[src/rtl/pccv_pkg.sv]
// Shared types, constants and helpers for the PLL clock configuration validator.
package pccv_pkg;

   // field widths
   localparam int CLK_SRC_W  = 2;
   localparam int CMD_W      = 2;
   localparam int SEL_W      = 2;
   localparam int MULT_W     = 15;
   localparam int DIV_W      = 8;
   localparam int FREQ_W     = 30;
   localparam int FIN_W      = 24;
   localparam int MULT_P1_W  = MULT_W + 1;
   localparam int PROD_W     = 39;
   localparam int DIVIDEND_W = 40;
   localparam int DIVISOR_W  = DIV_W + 1;
   localparam int CNT_W      = 6;

   // command codes
   localparam logic [CMD_W-1:0] CMD_DEC   = 2'd0;
   localparam logic [CMD_W-1:0] CMD_INC   = 2'd1;
   localparam logic [CMD_W-1:0] CMD_APPLY = 2'd2;

   // field selectors
   localparam logic [SEL_W-1:0] SEL_MULT    = 2'd0;
   localparam logic [SEL_W-1:0] SEL_PREDIV  = 2'd1;
   localparam logic [SEL_W-1:0] SEL_CPU_DIV = 2'd2;

   // clock source codes
   localparam logic [CLK_SRC_W-1:0] SRC_4MHZ    = 2'd0;
   localparam logic [CLK_SRC_W-1:0] SRC_12MHZ   = 2'd1;
   localparam logic [CLK_SRC_W-1:0] SRC_32KHZ   = 2'd2;
   localparam logic [CLK_SRC_W-1:0] SRC_INVALID = 2'd3;

   // saturation limits
   localparam logic [MULT_W-1:0] MULT_MAX = '1;
   localparam logic [DIV_W-1:0]  DIV_MAX  = '1;

   // frequency windows
   localparam logic [DIVIDEND_W-1:0] FCCO_LO = 40'd275000000;
   localparam logic [DIVIDEND_W-1:0] FCCO_HI = 40'd550000000;
   localparam logic [FREQ_W-1:0]     CCLK_LO = 30'd10000000;
   localparam logic [FREQ_W-1:0]     CCLK_HI = 30'd100000000;

   // divider request and response
   typedef struct packed {
      logic                  start;
      logic [DIVIDEND_W-1:0] dividend;
      logic [DIVISOR_W-1:0]  divisor;
   } div_req_type;

   typedef struct packed {
      logic                  done;
      logic [DIVIDEND_W-1:0] quotient;
   } div_rsp_type;

   // frequency calculation request and response
   typedef struct packed {
      logic              start;
      logic [MULT_W-1:0] mult;
      logic [DIV_W-1:0]  prediv;
      logic [DIV_W-1:0]  cpu_div;
   } freq_req_type;

   typedef struct packed {
      logic              done;
      logic [FREQ_W-1:0] freq;
   } freq_rsp_type;

   // input clock frequency in Hz for each source code
   function automatic logic [FIN_W-1:0] fin_hz(input logic [CLK_SRC_W-1:0] src);
      logic [FIN_W-1:0] f;
      case (src)
         SRC_4MHZ:  f = 24'd4000000;
         SRC_12MHZ: f = 24'd12000000;
         SRC_32KHZ: f = 24'd32768;
         default:   f = '0;
      endcase
      return f;
   endfunction

endpackage

[src/rtl/pccv_div.sv]
// Bit-serial restoring divider shared by both divisions of a frequency calculation.
module pccv_div (
   input  logic                 clock,
   input  logic                 reset,
   input  pccv_pkg::div_req_type div_req,
   output pccv_pkg::div_rsp_type div_rsp
);
   import pccv_pkg::*;

   logic [DIVIDEND_W-1:0] quo_ff, quo_in;
   logic [DIVISOR_W-1:0]  rem_ff, rem_in;
   logic [DIVISOR_W-1:0]  dsr_ff, dsr_in;
   logic [CNT_W-1:0]      cnt_ff, cnt_in;
   logic                  busy_ff, busy_in;
   logic                  done_ff, done_in;
   logic [DIVISOR_W:0]    rem_shift;
   logic [DIVISOR_W:0]    rem_diff;
   logic                  q_bit;

   // one quotient bit per cycle, most significant first
   always_comb begin
      rem_shift = {rem_ff, quo_ff[DIVIDEND_W-1]};
      rem_diff  = rem_shift - {1'b0, dsr_ff};
      q_bit     = (rem_shift >= {1'b0, dsr_ff});
      quo_in    = quo_ff;
      rem_in    = rem_ff;
      dsr_in    = dsr_ff;
      cnt_in    = cnt_ff;
      busy_in   = busy_ff;
      done_in   = 1'b0;
      if (div_req.start) begin
         quo_in  = div_req.dividend;
         rem_in  = '0;
         dsr_in  = div_req.divisor;
         cnt_in  = CNT_W'(DIVIDEND_W);
         busy_in = 1'b1;
      end else if (busy_ff) begin
         rem_in = q_bit ? rem_diff[DIVISOR_W-1:0] : rem_shift[DIVISOR_W-1:0];
         quo_in = {quo_ff[DIVIDEND_W-2:0], q_bit};
         cnt_in = cnt_ff - CNT_W'(1);
         if (cnt_ff == CNT_W'(1)) begin
            busy_in = 1'b0;
            done_in = 1'b1;
         end
      end
   end

   // control state
   always_ff @(posedge clock) begin
      if (reset) begin
         cnt_ff  <= '0;
         busy_ff <= 1'b0;
         done_ff <= 1'b0;
      end else begin
         cnt_ff  <= cnt_in;
         busy_ff <= busy_in;
         done_ff <= done_in;
      end
   end

   // datapath
   always_ff @(posedge clock) begin
      quo_ff <= quo_in;
      rem_ff <= rem_in;
      dsr_ff <= dsr_in;
   end

   assign div_rsp.done     = done_ff;
   assign div_rsp.quotient = quo_ff;

endmodule

[src/rtl/pccv_freq.sv]
// Sequencer that computes the CPU clock from M, N and C using the shared divider.
module pccv_freq (
   input  logic                               clock,
   input  logic                               reset,
   input  logic [pccv_pkg::CLK_SRC_W-1:0]     clock_source,
   input  pccv_pkg::freq_req_type             freq_req,
   output pccv_pkg::freq_rsp_type             freq_rsp,
   output pccv_pkg::div_req_type              div_req,
   input  pccv_pkg::div_rsp_type              div_rsp
);
   import pccv_pkg::*;

   typedef enum logic [2:0] {
      F_IDLE,
      F_MUL,
      F_DIV1,
      F_WAIT1,
      F_WAIT2
   } fstate_type;

   fstate_type          state_ff, state_in;
   logic [MULT_W-1:0]   mult_ff, mult_in;
   logic [DIV_W-1:0]    prediv_ff, prediv_in;
   logic [DIV_W-1:0]    cpu_div_ff, cpu_div_in;
   logic [PROD_W-1:0]   prod_ff, prod_in;
   logic                done_ff, done_in;
   logic [FREQ_W-1:0]   freq_ff, freq_in;
   logic [DIVIDEND_W-1:0] prod_full;
   logic                fcco_ok;

   // (M+1) * fin, registered before the divider
   assign prod_full = {{MULT_P1_W{1'b0}}, fin_hz(clock_source)} *
                      {{FIN_W{1'b0}}, ({1'b0, mult_ff} + MULT_P1_W'(1))};
   assign fcco_ok   = (div_rsp.quotient >= FCCO_LO) && (div_rsp.quotient <= FCCO_HI);

   // drive the divider: 2*(M+1)*fin / (N+1) gives fcco first, then fcco / (C+1)
   always_comb begin
      div_req.start    = 1'b0;
      div_req.dividend = {prod_ff, 1'b0};
      div_req.divisor  = {1'b0, prediv_ff} + DIVISOR_W'(1);
      if (state_ff == F_DIV1) begin
         div_req.start = 1'b1;
      end else if (state_ff == F_WAIT1) begin
         div_req.start    = div_rsp.done && fcco_ok;
         div_req.dividend = div_rsp.quotient;
         div_req.divisor  = {1'b0, cpu_div_ff} + DIVISOR_W'(1);
      end
   end

   // advance the sequence
   always_comb begin
      state_in   = state_ff;
      mult_in    = mult_ff;
      prediv_in  = prediv_ff;
      cpu_div_in = cpu_div_ff;
      prod_in    = prod_ff;
      done_in    = 1'b0;
      freq_in    = freq_ff;
      case (state_ff)
         F_IDLE: begin
            if (freq_req.start) begin
               mult_in    = freq_req.mult;
               prediv_in  = freq_req.prediv;
               cpu_div_in = freq_req.cpu_div;
               if (clock_source == SRC_INVALID) begin
                  freq_in = '0;
                  done_in = 1'b1;
               end else begin
                  state_in = F_MUL;
               end
            end
         end
         F_MUL: begin
            prod_in  = prod_full[PROD_W-1:0];
            state_in = F_DIV1;
         end
         F_DIV1: begin
            state_in = F_WAIT1;
         end
         F_WAIT1: begin
            if (div_rsp.done) begin
               if (fcco_ok) begin
                  state_in = F_WAIT2;
               end else begin
                  freq_in  = '0;
                  done_in  = 1'b1;
                  state_in = F_IDLE;
               end
            end
         end
         F_WAIT2: begin
            if (div_rsp.done) begin
               freq_in  = div_rsp.quotient[FREQ_W-1:0];
               done_in  = 1'b1;
               state_in = F_IDLE;
            end
         end
         default: begin
            state_in = F_IDLE;
         end
      endcase
   end

   // hold state and registered outputs
   always_ff @(posedge clock) begin
      if (reset) begin
         state_ff <= F_IDLE;
         done_ff  <= 1'b0;
         freq_ff  <= '0;
      end else begin
         state_ff <= state_in;
         done_ff  <= done_in;
         freq_ff  <= freq_in;
      end
      mult_ff    <= mult_in;
      prediv_ff  <= prediv_in;
      cpu_div_ff <= cpu_div_in;
      prod_ff    <= prod_in;
   end

   assign freq_rsp.done = done_ff;
   assign freq_rsp.freq = freq_ff;

endmodule

[src/rtl/pll_clock_config_validator_top.sv]
// Top level of the PLL clock configuration validator: settings, command sequencer, result register.
//
//   channel | handshake       | payload                                       | dir
//   req     | req_valid/ready | req_cmd, req_field_sel                        | in
//   rsp     | rsp_valid/ready | rsp_shadow_*_out, rsp_*_freq_hz, rsp_status   | out
//   csr     | csr_valid/ready | csr_clock_source                              | in
//
// A calculation with fcco inside its window is one multiply plus two 40-step passes through
// the shared divider; with fcco outside it stops after the first pass, with source 3 at once.
// An increment, decrement, unused command or accepted apply runs one calculation before its
// result; a rejected apply runs two calculations. req_ready is high only in idle; a result
// waiting in the output register holds back the next result, not the next request. Reset
// clears state, settings, active values, status and rsp_valid, but not the result data.
module pll_clock_config_validator_top (
   input  logic                              clock,
   input  logic                              reset,
   input  logic                              req_valid,
   output logic                              req_ready,
   input  logic [pccv_pkg::CMD_W-1:0]        req_cmd,
   input  logic [pccv_pkg::SEL_W-1:0]        req_field_sel,
   output logic                              rsp_valid,
   input  logic                              rsp_ready,
   output logic [pccv_pkg::MULT_W-1:0]       rsp_shadow_mult_out,
   output logic [pccv_pkg::DIV_W-1:0]        rsp_shadow_prediv_out,
   output logic [pccv_pkg::DIV_W-1:0]        rsp_shadow_cpu_div_out,
   output logic [pccv_pkg::FREQ_W-1:0]       rsp_calc_freq_hz,
   output logic [pccv_pkg::FREQ_W-1:0]       rsp_active_freq_hz,
   output logic                              rsp_status,
   input  logic                              csr_valid,
   output logic                              csr_ready,
   input  logic [pccv_pkg::CLK_SRC_W-1:0]    csr_clock_source
);
   import pccv_pkg::*;

   typedef enum logic [2:0] {
      T_IDLE,
      T_PRE_GO,
      T_PRE_WAIT,
      T_POST_GO,
      T_POST_WAIT,
      T_OUT
   } tstate_type;

   tstate_type            state_ff, state_in;
   logic [CLK_SRC_W-1:0]  clock_source_ff, clock_source_in;
   logic [MULT_W-1:0]     shadow_mult_ff, shadow_mult_in;
   logic [DIV_W-1:0]      shadow_prediv_ff, shadow_prediv_in;
   logic [DIV_W-1:0]      shadow_cpu_div_ff, shadow_cpu_div_in;
   logic [MULT_W-1:0]     active_mult_ff, active_mult_in;
   logic [DIV_W-1:0]      active_prediv_ff, active_prediv_in;
   logic [DIV_W-1:0]      active_cpu_div_ff, active_cpu_div_in;
   logic [FREQ_W-1:0]     active_freq_ff, active_freq_in;
   logic [FREQ_W-1:0]     calc_ff, calc_in;
   logic                  status_ff, status_in;
   logic                  rsp_valid_ff, rsp_valid_in;
   logic [MULT_W-1:0]     rsp_mult_ff, rsp_mult_in;
   logic [DIV_W-1:0]      rsp_prediv_ff, rsp_prediv_in;
   logic [DIV_W-1:0]      rsp_cpu_div_ff, rsp_cpu_div_in;
   logic [FREQ_W-1:0]     rsp_calc_ff, rsp_calc_in;
   logic [FREQ_W-1:0]     rsp_active_ff, rsp_active_in;
   logic                  rsp_status_ff, rsp_status_in;

   freq_req_type freq_req;
   freq_rsp_type freq_rsp;
   div_req_type  div_req;
   div_rsp_type  div_rsp;

   // frequency sequencer and its shared divider
   pccv_freq u_freq (
      .clock        (clock),
      .reset        (reset),
      .clock_source (clock_source_ff),
      .freq_req     (freq_req),
      .freq_rsp     (freq_rsp),
      .div_req      (div_req),
      .div_rsp      (div_rsp)
   );

   pccv_div u_div (
      .clock   (clock),
      .reset   (reset),
      .div_req (div_req),
      .div_rsp (div_rsp)
   );

   // calculate on the current shadow settings
   assign freq_req.start   = (state_ff == T_PRE_GO) || (state_ff == T_POST_GO);
   assign freq_req.mult    = shadow_mult_ff;
   assign freq_req.prediv  = shadow_prediv_ff;
   assign freq_req.cpu_div = shadow_cpu_div_ff;

   // command sequencer
   always_comb begin
      state_in          = state_ff;
      clock_source_in   = clock_source_ff;
      shadow_mult_in    = shadow_mult_ff;
      shadow_prediv_in  = shadow_prediv_ff;
      shadow_cpu_div_in = shadow_cpu_div_ff;
      active_mult_in    = active_mult_ff;
      active_prediv_in  = active_prediv_ff;
      active_cpu_div_in = active_cpu_div_ff;
      active_freq_in    = active_freq_ff;
      calc_in           = calc_ff;
      status_in         = status_ff;
      rsp_valid_in      = rsp_valid_ff;
      rsp_mult_in       = rsp_mult_ff;
      rsp_prediv_in     = rsp_prediv_ff;
      rsp_cpu_div_in    = rsp_cpu_div_ff;
      rsp_calc_in       = rsp_calc_ff;
      rsp_active_in     = rsp_active_ff;
      rsp_status_in     = rsp_status_ff;

      // take a configuration write
      if (csr_valid) begin
         clock_source_in = csr_clock_source;
      end

      // drop the result once taken
      if (rsp_valid_ff && rsp_ready) begin
         rsp_valid_in = 1'b0;
      end

      case (state_ff)
         T_IDLE: begin
            if (req_valid) begin
               status_in = 1'b0;
               state_in  = T_POST_GO;
               case (req_cmd)
                  CMD_DEC, CMD_INC: begin
                     case (req_field_sel)
                        SEL_MULT: begin
                           if (req_cmd == CMD_INC) begin
                              if (shadow_mult_ff != MULT_MAX)
                                 shadow_mult_in = shadow_mult_ff + MULT_W'(1);
                           end else if (shadow_mult_ff != '0) begin
                              shadow_mult_in = shadow_mult_ff - MULT_W'(1);
                           end
                        end
                        SEL_PREDIV: begin
                           if (req_cmd == CMD_INC) begin
                              if (shadow_prediv_ff != DIV_MAX)
                                 shadow_prediv_in = shadow_prediv_ff + DIV_W'(1);
                           end else if (shadow_prediv_ff != '0) begin
                              shadow_prediv_in = shadow_prediv_ff - DIV_W'(1);
                           end
                        end
                        SEL_CPU_DIV: begin
                           if (req_cmd == CMD_INC) begin
                              if (shadow_cpu_div_ff != DIV_MAX)
                                 shadow_cpu_div_in = shadow_cpu_div_ff + DIV_W'(1);
                           end else if (shadow_cpu_div_ff != '0) begin
                              shadow_cpu_div_in = shadow_cpu_div_ff - DIV_W'(1);
                           end
                        end
                        default: begin
                        end
                     endcase
                  end
                  CMD_APPLY: begin
                     state_in = T_PRE_GO;
                  end
                  default: begin
                  end
               endcase
            end
         end
         T_PRE_GO: begin
            state_in = T_PRE_WAIT;
         end
         T_PRE_WAIT: begin
            if (freq_rsp.done) begin
               if ((freq_rsp.freq <= CCLK_LO) || (freq_rsp.freq > CCLK_HI)) begin
                  // reject: reload shadow and recalculate
                  shadow_mult_in    = active_mult_ff;
                  shadow_prediv_in  = active_prediv_ff;
                  shadow_cpu_div_in = active_cpu_div_ff;
                  status_in         = 1'b1;
                  state_in          = T_POST_GO;
               end else begin
                  // commit shadow to active
                  active_mult_in    = shadow_mult_ff;
                  active_prediv_in  = shadow_prediv_ff;
                  active_cpu_div_in = shadow_cpu_div_ff;
                  active_freq_in    = freq_rsp.freq;
                  calc_in           = freq_rsp.freq;
                  state_in          = T_OUT;
               end
            end
         end
         T_POST_GO: begin
            state_in = T_POST_WAIT;
         end
         T_POST_WAIT: begin
            if (freq_rsp.done) begin
               calc_in  = freq_rsp.freq;
               state_in = T_OUT;
            end
         end
         T_OUT: begin
            if (!rsp_valid_ff || rsp_ready) begin
               rsp_valid_in   = 1'b1;
               rsp_mult_in    = shadow_mult_ff;
               rsp_prediv_in  = shadow_prediv_ff;
               rsp_cpu_div_in = shadow_cpu_div_ff;
               rsp_calc_in    = calc_ff;
               rsp_active_in  = active_freq_ff;
               rsp_status_in  = status_ff;
               state_in       = T_IDLE;
            end
         end
         default: begin
            state_in = T_IDLE;
         end
      endcase
   end

   // hold state and registered outputs
   always_ff @(posedge clock) begin
      if (reset) begin
         state_ff          <= T_IDLE;
         clock_source_ff   <= SRC_4MHZ;
         shadow_mult_ff    <= '0;
         shadow_prediv_ff  <= '0;
         shadow_cpu_div_ff <= '0;
         active_mult_ff    <= '0;
         active_prediv_ff  <= '0;
         active_cpu_div_ff <= '0;
         active_freq_ff    <= '0;
         status_ff         <= 1'b0;
         rsp_valid_ff      <= 1'b0;
      end else begin
         state_ff          <= state_in;
         clock_source_ff   <= clock_source_in;
         shadow_mult_ff    <= shadow_mult_in;
         shadow_prediv_ff  <= shadow_prediv_in;
         shadow_cpu_div_ff <= shadow_cpu_div_in;
         active_mult_ff    <= active_mult_in;
         active_prediv_ff  <= active_prediv_in;
         active_cpu_div_ff <= active_cpu_div_in;
         active_freq_ff    <= active_freq_in;
         status_ff         <= status_in;
         rsp_valid_ff      <= rsp_valid_in;
      end
      calc_ff        <= calc_in;
      rsp_mult_ff    <= rsp_mult_in;
      rsp_prediv_ff  <= rsp_prediv_in;
      rsp_cpu_div_ff <= rsp_cpu_div_in;
      rsp_calc_ff    <= rsp_calc_in;
      rsp_active_ff  <= rsp_active_in;
      rsp_status_ff  <= rsp_status_in;
   end

   assign req_ready              = (state_ff == T_IDLE);
   assign csr_ready              = 1'b1;
   assign rsp_valid              = rsp_valid_ff;
   assign rsp_shadow_mult_out    = rsp_mult_ff;
   assign rsp_shadow_prediv_out  = rsp_prediv_ff;
   assign rsp_shadow_cpu_div_out = rsp_cpu_div_ff;
   assign rsp_calc_freq_hz       = rsp_calc_ff;
   assign rsp_active_freq_hz     = rsp_active_ff;
   assign rsp_status             = rsp_status_ff;

endmodule

[config.mk]
export PLATFORM = sky130hd
export DESIGN_NAME = pll_clock_config_validator_top
export DESIGN_NICKNAME = d
export VERILOG_FILES = /design/src/rtl/pccv_pkg.sv /design/src/rtl/pccv_div.sv /design/src/rtl/pccv_freq.sv /design/src/rtl/pll_clock_config_validator_top.sv
export SDC_FILE = /design/constraint.sdc
export NUM_CORES = 1
export LEC_CHECK = 0
export ABC_AREA = 0
export BUFFER_PORTS_ARGS = -buffer_cell sky130_fd_sc_hd__buf_2
export CAP_MARGIN = 10
export CELL_PAD_IN_SITES_DETAIL_PLACEMENT = 1
export CELL_PAD_IN_SITES_GLOBAL_PLACEMENT = 2
export CORE_MARGIN = 2
export CORE_UTILIZATION = 36
export DETAILED_ROUTE_END_ITERATION = 6
export PLACE_DENSITY_LB_ADDON = 0.25
export SETUP_SLACK_MARGIN = 0.02
export SYNTH_ARGS = -nofsm -noshare
export SYNTH_HDL_FRONTEND = slang
export SYNTH_SLANG_ARGS = --single-unit
[constraint.sdc]
create_clock -name clock -period 9.3 [get_ports clock]
set_input_delay 1.395 -clock clock [delete_from_list [all_inputs] [get_ports clock]]
set_output_delay 1.395 -clock clock [all_outputs]
set_load 0.01 [all_outputs]
== Word-level counts from Yosys, hierarchy flattened ==
Index checks and enable logic that the tools add are counted.
Operators by class
  add/subtract/negate cells: 11
  multiply operators: 1
  divide/modulo/power cells: 0
  magnitude comparators: 5
  equal/unequal tests: 43
  shift-type cells: 0
  mux-type cells: 76
  bitwise gates (word level): 2
  reduce and logical (&&, ||, !) cells: 35
Operators by type and width (number)
  two-way mux 30 bit: 8
  two-way mux 8 bit: 16
  two-way mux 15 bit: 8
  one-hot mux 30 bit (3 select lines): 1
  two-way mux 40 bit: 2
  one-hot mux 24 bit (3 select lines): 1
  one-hot mux 30 bit (2 select lines): 1
  two-way mux 50 bit: 1
  two-way mux 49 bit: 1
  greater-or-equal comparator 40 x 29 -> 1 bit, second input constant: 1
  less-or-equal comparator 40 x 30 -> 1 bit, second input constant: 1
  multiplier 24 x 16 -> 39 bit: 1
  one-hot mux 8 bit (2 select lines): 2
  greater-than comparator 30 x 27 -> 1 bit, second input constant: 1
  less-or-equal comparator 30 x 24 -> 1 bit, second input constant: 1
  two-way mux 3 bit: 10
  one-hot mux 15 bit (2 select lines): 1
  AND reduction 7 bit: 3
  adder 8 x 1 -> 9 bit, second input constant: 2
  inequality test 2 x 1 -> 1 bit, second input constant: 9
  one-hot mux 3 bit (6 select lines): 1
  adder 15 x 1 -> 16 bit, second input constant: 1
  adder 8 x 1 -> 8 bit, second input constant: 2
  two-way mux 1 bit: 16
  40 further kinds: 82
Storage, ports and cells
  flip-flop bits (word level): 391
  bits in latches: 0
  RAM bits: 0
  memory bits (read-only): 0
  bits of input ports: 11
  output and inout bits: 95
  word-level logic and storage cells: 205
  memories kept: 0

== Logic depth before layout (Yosys ltp) ==
Gate-level depths: netlist of run 1.
  word-level depth: 7
  depth in mapped cells: 29
  gate-level depth less buffers: 28

== By module ==
A second synthesis of run 1 with hierarchy kept.
Second synthesis, totals
  cells, all modules: 2296
  area total of the unflattened synthesis: 23421.2 µm²
Modules (own cells, without submodules)
  pccv_freq: times used 1, cells each 1196, area each 10854.2 µm², sequential area each 2542.4 µm²
  pll_clock_config_validator_top: times used 1, cells each 862, area each 9392.8 µm², sequential area each 5645.4 µm²
  pccv_div: times used 1, cells each 238, area each 3174.3 µm², sequential area each 1811.7 µm²

== Worst setup path before layout of run 1 ==
OpenSTA, ideal clock, no wires.
  path type: register to register
  start point: reg u_freq.mult_ff[0]
  end point: reg u_freq.prod_ff[35] (data pin)
  setup time: 258 ps
  arrival time: 6389 ps
  data required time: 9042 ps
  setup slack: 2653 ps
  cell stages (with the launch flop): 27
  buffers on the path: 0
  clock period less this slack: 6647 ps
  cell sequence: edfxtp_1 -> ha_1 -> nand3_1 -> nor3_1 -> nand4_1 -> xnor2_1 -> nor2b_1 -> inv_1 -> nor2_1 -> inv_1 -> fa_1 -> inv_1 -> fa_1 -> fa_1 -> fa_1 -> inv_1 -> fa_1 -> inv_1 -> ha_1 -> nand3_1 -> nor2_1 -> nand3_1 -> nand4_1 -> nand2_1 -> o31ai_1 -> a31oi_1 -> xnor2_1
On the way
  longest elaborated chain between the ends: 2
Ends and longest elaborated chain
  from (decl): line pccv_freq.sv:22  | logic [MULT_W-1:0] mult_ff, mult_in;
  from (signal assigned): line pccv_freq.sv:115  | mult_ff <= mult_in;
  adder 15 x 1 -> 16 bit: line pccv_freq.sv:33  | {{FIN_W{1'b0}}, ({1'b0, mult_ff} + MULT_P1_W'(1))};
  multiplier 24 x 16 -> 39 bit: line pccv_freq.sv:32  | assign prod_full = {{MULT_P1_W{1'b0}}, fin_hz(clock_source)} *
  named net u_freq.prod_full[35]: line pccv_freq.sv:28  | logic [DIVIDEND_W-1:0] prod_full;
  to (signal assigned): line pccv_freq.sv:118  | prod_ff <= prod_in;
  to (decl): line pccv_freq.sv:25  | logic [PROD_W-1:0] prod_ff, prod_in;
The timed path passes the listed nets, and every way through them passes these cells.
A chain may end at the register's enable or synchronous reset.

== Worst setup path in the final report of run 1 ==
  start point: reg u_freq.mult_ff[0]
  end point: reg u_freq.prod_ff[28] (data pin)
The elaborated chain is that of the path after synthesis.

==> flow_summary.yaml, run 1 <==
placed_design:
  hpwlAfterDp_um: 41500
  io_buffers: 104
  place_congestion: 0.843
setup_path:
  slowest_stage: "fa_1"
  rr_startpoint: "u_freq.mult_ff[0]"
  end_kind: "flip-flop"
  reg2reg_depth: 26
  cp_top_family: "adder cells"
  reg2reg_to: "u_freq.prod_ff[28]"
  critical_path_buf_inv_count: 7
  cp_common_cell: "inv_1"
  crit_arrival_ns: 7.76
  crit_path_start_kind: "flip-flop"
  crit_type: "reg -> reg"
  critPathMaxStageDelay_ns: 0.56
  cp_max_fo: 6
  critPathRequiredTime_ns: 9.60
  rrSetupSlack_ns: 1.84
floorplan:
  die_y_um: 254
  start_util_pct: 36.5
  die_w_um: 254
  core_um2: 61800
  fp-row-count: 91
  dieArea_um2: 64600
  design.portCount: 106
finish:
  layout_commonest_cell: "inv_1"
  drive_gt1_share_pct: 10.6
  final_cell_mix: "235 x inv_1, 233 x edfxtp_1, 174 x nor2_1"
  fill_cells: 6804
  antenna_cells: 0
  fin_nets: 2489
  synthToLayoutAreaGrowth_pct: 13.1
synthesis:
  synthArstFlopShare_pct: 0
  avgSynthCellArea_um2: 10.8
  ys_warn_count: 0
  synth_area_um2: 22500
  ys_ff_latch: 383
  yosysUniqueCellTypes: 72
  ys_seq_area_share_pct: 44.4
  synth-edff-count: 233
  syn_inst: 2095
  ys.flop_type: "edfxtp_1"
timing:
  finalSetupTns_ns: 0
  max_clock_freq_ghz: 0.134
  tightest_slew_ns: 1.18
  fin_skew_ns: 0.0370
  setup_viol: 0
  grt_setup_unrepaired: "false"
  slew_violations: 0
  relSlewSlack_pct: 20.9
  fin_crit_sh_pct: 80.2
  layout_min_cycle_time_ns: 7.46
  hold_viol_final: 0
status:
  status: "finished clean"
cts:
  h-tree-depth: 2
  cts_tree: "yes"
  cts_setup_buffers: 0
  clockBufferDepth: 3
  holdBufCountCts: 0
  path_clk_slew_ns: 0.06
  cts.sink_count: 383
  clock_latency_ns: 0.58
  cts_made_buffers: 45
  clockRootBuffer: "clkbuf_16"
  cts_resized: 0
global_routing:
  grt_overflow: 0
  grt_pass1_wl_um: 89100
  grt_max_degree: 75
  antenna_found_initial: 0
  track_usage_pct: 17.4
  first_global_vias: 16156
min_path:
  holdPathStages: 0
  min_from: "active_freq_ff[9]"
  hold_path_class: "reg -> reg"
  min_to: "rsp_active_freq_hz[9]"
routing:
  ant_nets: 0
  via_per_inst: 4.97
  drcViolationCount: 0
  vias: 15196
  wire_per_inst_um: 18.3
  drt_iter0_markers: 661
  totalWireLength_um: 55800
  drtPass1Iterations: 4
job:
  cap_violations: 0
[routing by layer]
layer | share of wire [%] | GRT usage [%] | up-vias
met2 | 47 | 29.2 | 177
met5 | 0 | 0 | -
met1 | 48 | 23.7 | 7508
li1 | - | - | 7437
met4 | 2.1 | 4.67 | 0
met3 | 2.5 | 2.11 | 74
[cell type report]
cell class | count | area (um2) | area share [%]
Clock buffer | 62 | 1290 | 5.07
Timing Repair Buffer | 118 | 628 | 2.46
Inverter | 239 | 900 | 3.53
Multi-Input combinational cell | 1394 | 11300 | 44.4
Clock inverter | 22 | 294 | 1.15
Tap cell | 837 | 1050 | 4.11
Sequential cell | 383 | 10000 | 39.2
[cell usage after synthesis, types with 9 or more instances]
cell type	n	area, um2
a221oi_1	11	96.3
dfxtp_1	150	3000
nor2b_1	12	75.1
o21ai_0	78	390
ha_1	169	2110
a311oi_1	9	78.8
or3_1	15	93.8
nand2b_1	49	307
nand2_1	143	537
a21oi_1	77	385
mux2i_1	68	681
xor2_1	28	245
o31ai_1	15	113
inv_1	235	882
a211oi_1	25	188
nor2_1	174	653
clkbuf_1	57	214
nor3_1	28	140
o21ai_1	23	115
buf_2	9	45.0
nor4_1	22	138
edfxtp_1	233	7000
nand3_1	66	330
and2_1	11	68.8
o21ai_2	10	87.6
nand4_1	24	150
a21o_1	25	188
or2_2	11	68.8
xnor2_1	71	622
o21a_1	9	67.6
fa_1	128	2560
[worst reg2reg max path: cells and delay by family (launching register included)]
family	cells	cell delay [ns]
flops	1	0.44
simple gates	2	0.63
compound gates	7	1.61
fa+ha+maj	8	3.56
buf+inv	7	0.65
xor+xnor	2	0.29
[worst max path at each step]
stage	end	start	cells after the start
floorplan	u_freq.prod_ff[35]	u_freq.mult_ff[0]	26
global placement	u_freq.prod_ff[28]	u_freq.mult_ff[0]	26
detailed placement	u_freq.prod_ff[35]	u_freq.mult_ff[0]	26
CTS	u_freq.prod_ff[28]	u_freq.mult_ff[0]	26
global route	u_freq.prod_ff[35]	u_freq.mult_ff[0]	26
finish	u_freq.prod_ff[28]	u_freq.mult_ff[0]	26
[flip-flops by register name (all words and copies together), names as in the netlist, 15 cells and up]
register,cells
active_freq_ff,30
active_mult_ff,15
calc_ff,30
rsp_active_freq_hz,30
rsp_calc_freq_hz,30
rsp_shadow_mult_out,15
shadow_mult_ff,15
u_div.quo_ff,40
u_freq.freq_ff,30
u_freq.mult_ff,15
u_freq.prod_ff,31
[through the flow]
step                util, %  hold WS [ns]  instance area (um2)  instances  setup WS (ns)
floorplan                 -         0.400                22500       2096           2.65
global placement       38.7         0.405                23900       2971           1.94
detailed placement     38.7         0.405                23900       2971           1.81
CTS                    41.2         0.404                25500       3055           1.78
global route           41.2         0.427                25500       3055           1.30
finish                 41.2         0.406                25500       3055           1.84
[logic make-up after synthesis]
group                      Yosys count  share of synthesized area (%)
AOI/OAI and AO/OA                  338                           9.67
xor gates and xnor gates            99                           3.85
adders and majority gates          297                           20.7
buffers and inverters              319                           5.69
DFF                                383                           44.4
muxes                               70                           3.12
other                                2                         0.0333
and+or+nand+nor                    587                           12.5
Power of run 1 is not shown: default switching activity piles up to over one toggle a cycle in this logic, so the estimate is an artifact.
==> run 2: changes to the inputs <==
- clock period: 9.3 -> 6.8 ns (I/O delays scaled with it)
==> flow_summary.yaml, run 2 (same netlist as run 1, synthesis figures left out) <==
finish:
  fill_cells: 6816
  synthToLayoutAreaGrowth_pct: 15.6
  final_cell_mix: "233 x edfxtp_1, 230 x inv_1, 164 x nor2_1"
  drive_gt1_share_pct: 14.5
  reg_top3: "u_div.quo_ff: 40 flops, u_freq.prod_ff: 31 flops"
  register_area_um2: 10000
  multiInputGateArea_um2: 11700
  largest_register_ffs: 40
  top_register: "u_div.quo_ff"
  antenna_cells: 0
  fin_nets: 2529
  layout_commonest_cell: "edfxtp_1"
floorplan:
  die_y_um: 254
  design.portCount: 106
  fp-row-count: 91
  core_um2: 61800
  dieArea_um2: 64600
  start_util_pct: 36.5
  die_w_um: 254
global_routing:
  grt_max_degree: 82
  grt_overflow: 0
  grt_pass1_wl_um: 90200
  track_usage_pct: 17.6
  first_global_vias: 16266
  antenna_found_initial: 0
routing:
  ant_nets: 0
  totalWireLength_um: 56700
  drt_iter0_markers: 608
  drtPass1Iterations: 5
  vias: 15383
  wire_per_inst_um: 18.3
  drcViolationCount: 0
  via_per_inst: 4.97
placed_design:
  hpwlAfterDp_um: 42400
  io_buffers: 104
  place_congestion: 0.861
setup_path:
  cp_max_fo: 4
  crit_arrival_ns: 6.88
  crit_type: "reg -> reg"
  crit_path_start_kind: "flip-flop"
  critPathRequiredTime_ns: 7.13
  end_kind: "flip-flop"
timing:
  setup_viol: 0
  fin_skew_ns: 0.0131
  layout_min_cycle_time_ns: 6.55
  fin_crit_sh_pct: 96.3
  slew_violations: 0
  hold_viol_final: 0
  grt_setup_unrepaired: "true"
  relSlewSlack_pct: 23.9
  finalSetupTns_ns: 0
  max_clock_freq_ghz: 0.153
  tightest_slew_ns: 1.14
cts:
  cts_tree: "yes"
  h-tree-depth: 2
  path_clk_slew_ns: 0.06
  clockRootBuffer: "clkbuf_16"
  cts_made_buffers: 44
  clock_latency_ns: 0.59
  clockBufferDepth: 3
  cts.sink_count: 383
min_path:
  hold_path_class: "reg -> reg"
status:
  status: "finished clean"
job:
  cap_violations: 0
==> run 2: cell types whose count changed in the layout (fill, tap and decap cells not counted), sizes merged <==
cell      change
bufinv        -1
clkinvlp      -6
clkbuf        +1
buf          +41
clkinv        +4
==> run 2: metal layers <==
layer | global-route usage [%] | routed length (um) | up-vias
met4 | 4.99 | 1390 | 0
met3 | 2.12 | 1430 | 66
li1 | - | - | 7510
met2 | 29.8 | 27100 | 194
met1 | 23.8 | 26800 | 7613
met5 | 0 | 0 | -
==> run 2: stage by stage <==
stage	cell area (um2)	hold WS [ns]	setup WS, ns	util, %	cells
2_1_floorplan	22500	0.400	0.153	-	2096
3_3_place_gp	24200	0.403	0.0608	39.1	3004
3_5_place_dp	24200	0.406	-0.145	39.1	3004
4_1_cts	25600	0.421	0.0407	41.5	3086
5_1_grt	26100	0.426	0.0218	42.2	3094
6_report	26100	0.418	0.251	42.2	3094
==> run 2: area by class of cell <==
| type | count | share of cell area [%] |
|---|---|---|
| multi-input cells | 1394 | 44.9 |
| flip-flops and latches | 383 | 38.4 |
| clock buffers | 63 | 4.61 |
| well taps | 837 | 4.02 |
| repair buffers | 159 | 3.68 |
| inverters | 239 | 3.45 |
| clock inverters | 19 | 0.989 |
==> run 2: worst max-delay path, stage by stage (launching register included) <==
cell	delay (ns)
edfxtp_1	0.44
buf_6	0.17
nand2_4	0.09
nor2_1	0.07
xnor2_2	0.20
buf_4	0.15
nor2_1	0.05
inv_2	0.10
nor2_2	0.06
fa_1	0.49
inv_1	0.05
fa_1	0.54
inv_1	0.06
fa_1	0.54
fa_1	0.44
fa_1	0.54
inv_1	0.05
fa_1	0.53
inv_1	0.04
ha_1	0.37
and3_4	0.25
a32oi_2	0.12
nand4_1	0.19
nand3_2	0.13
a211oi_2	0.31
o22ai_1	0.15
xnor2_1	0.14
==> run 2: worst paths after layout <==
path	from	endpoint	slack, ns	cells after the start
worst min register to register	calc_ff[15]	rsp_calc_freq_hz[15]	0.42	0
worst min-delay path	calc_ff[15]	rsp_calc_freq_hz[15]	0.42	0
worst max register to register	u_freq.mult_ff[0]	u_freq.prod_ff[37]	0.25	26
worst max-delay path	u_freq.mult_ff[0]	u_freq.prod_ff[37]	0.25	26
==> run 2: timing repair <==
item,4_1_cts,5_1_grt
hold buffers,0,0
endpoints found under the setup margin,5,13
gates resized for setup,4,80
buffers inserted,0,7
pin swaps,0,27
Power of run 2 is left out for the same reason.
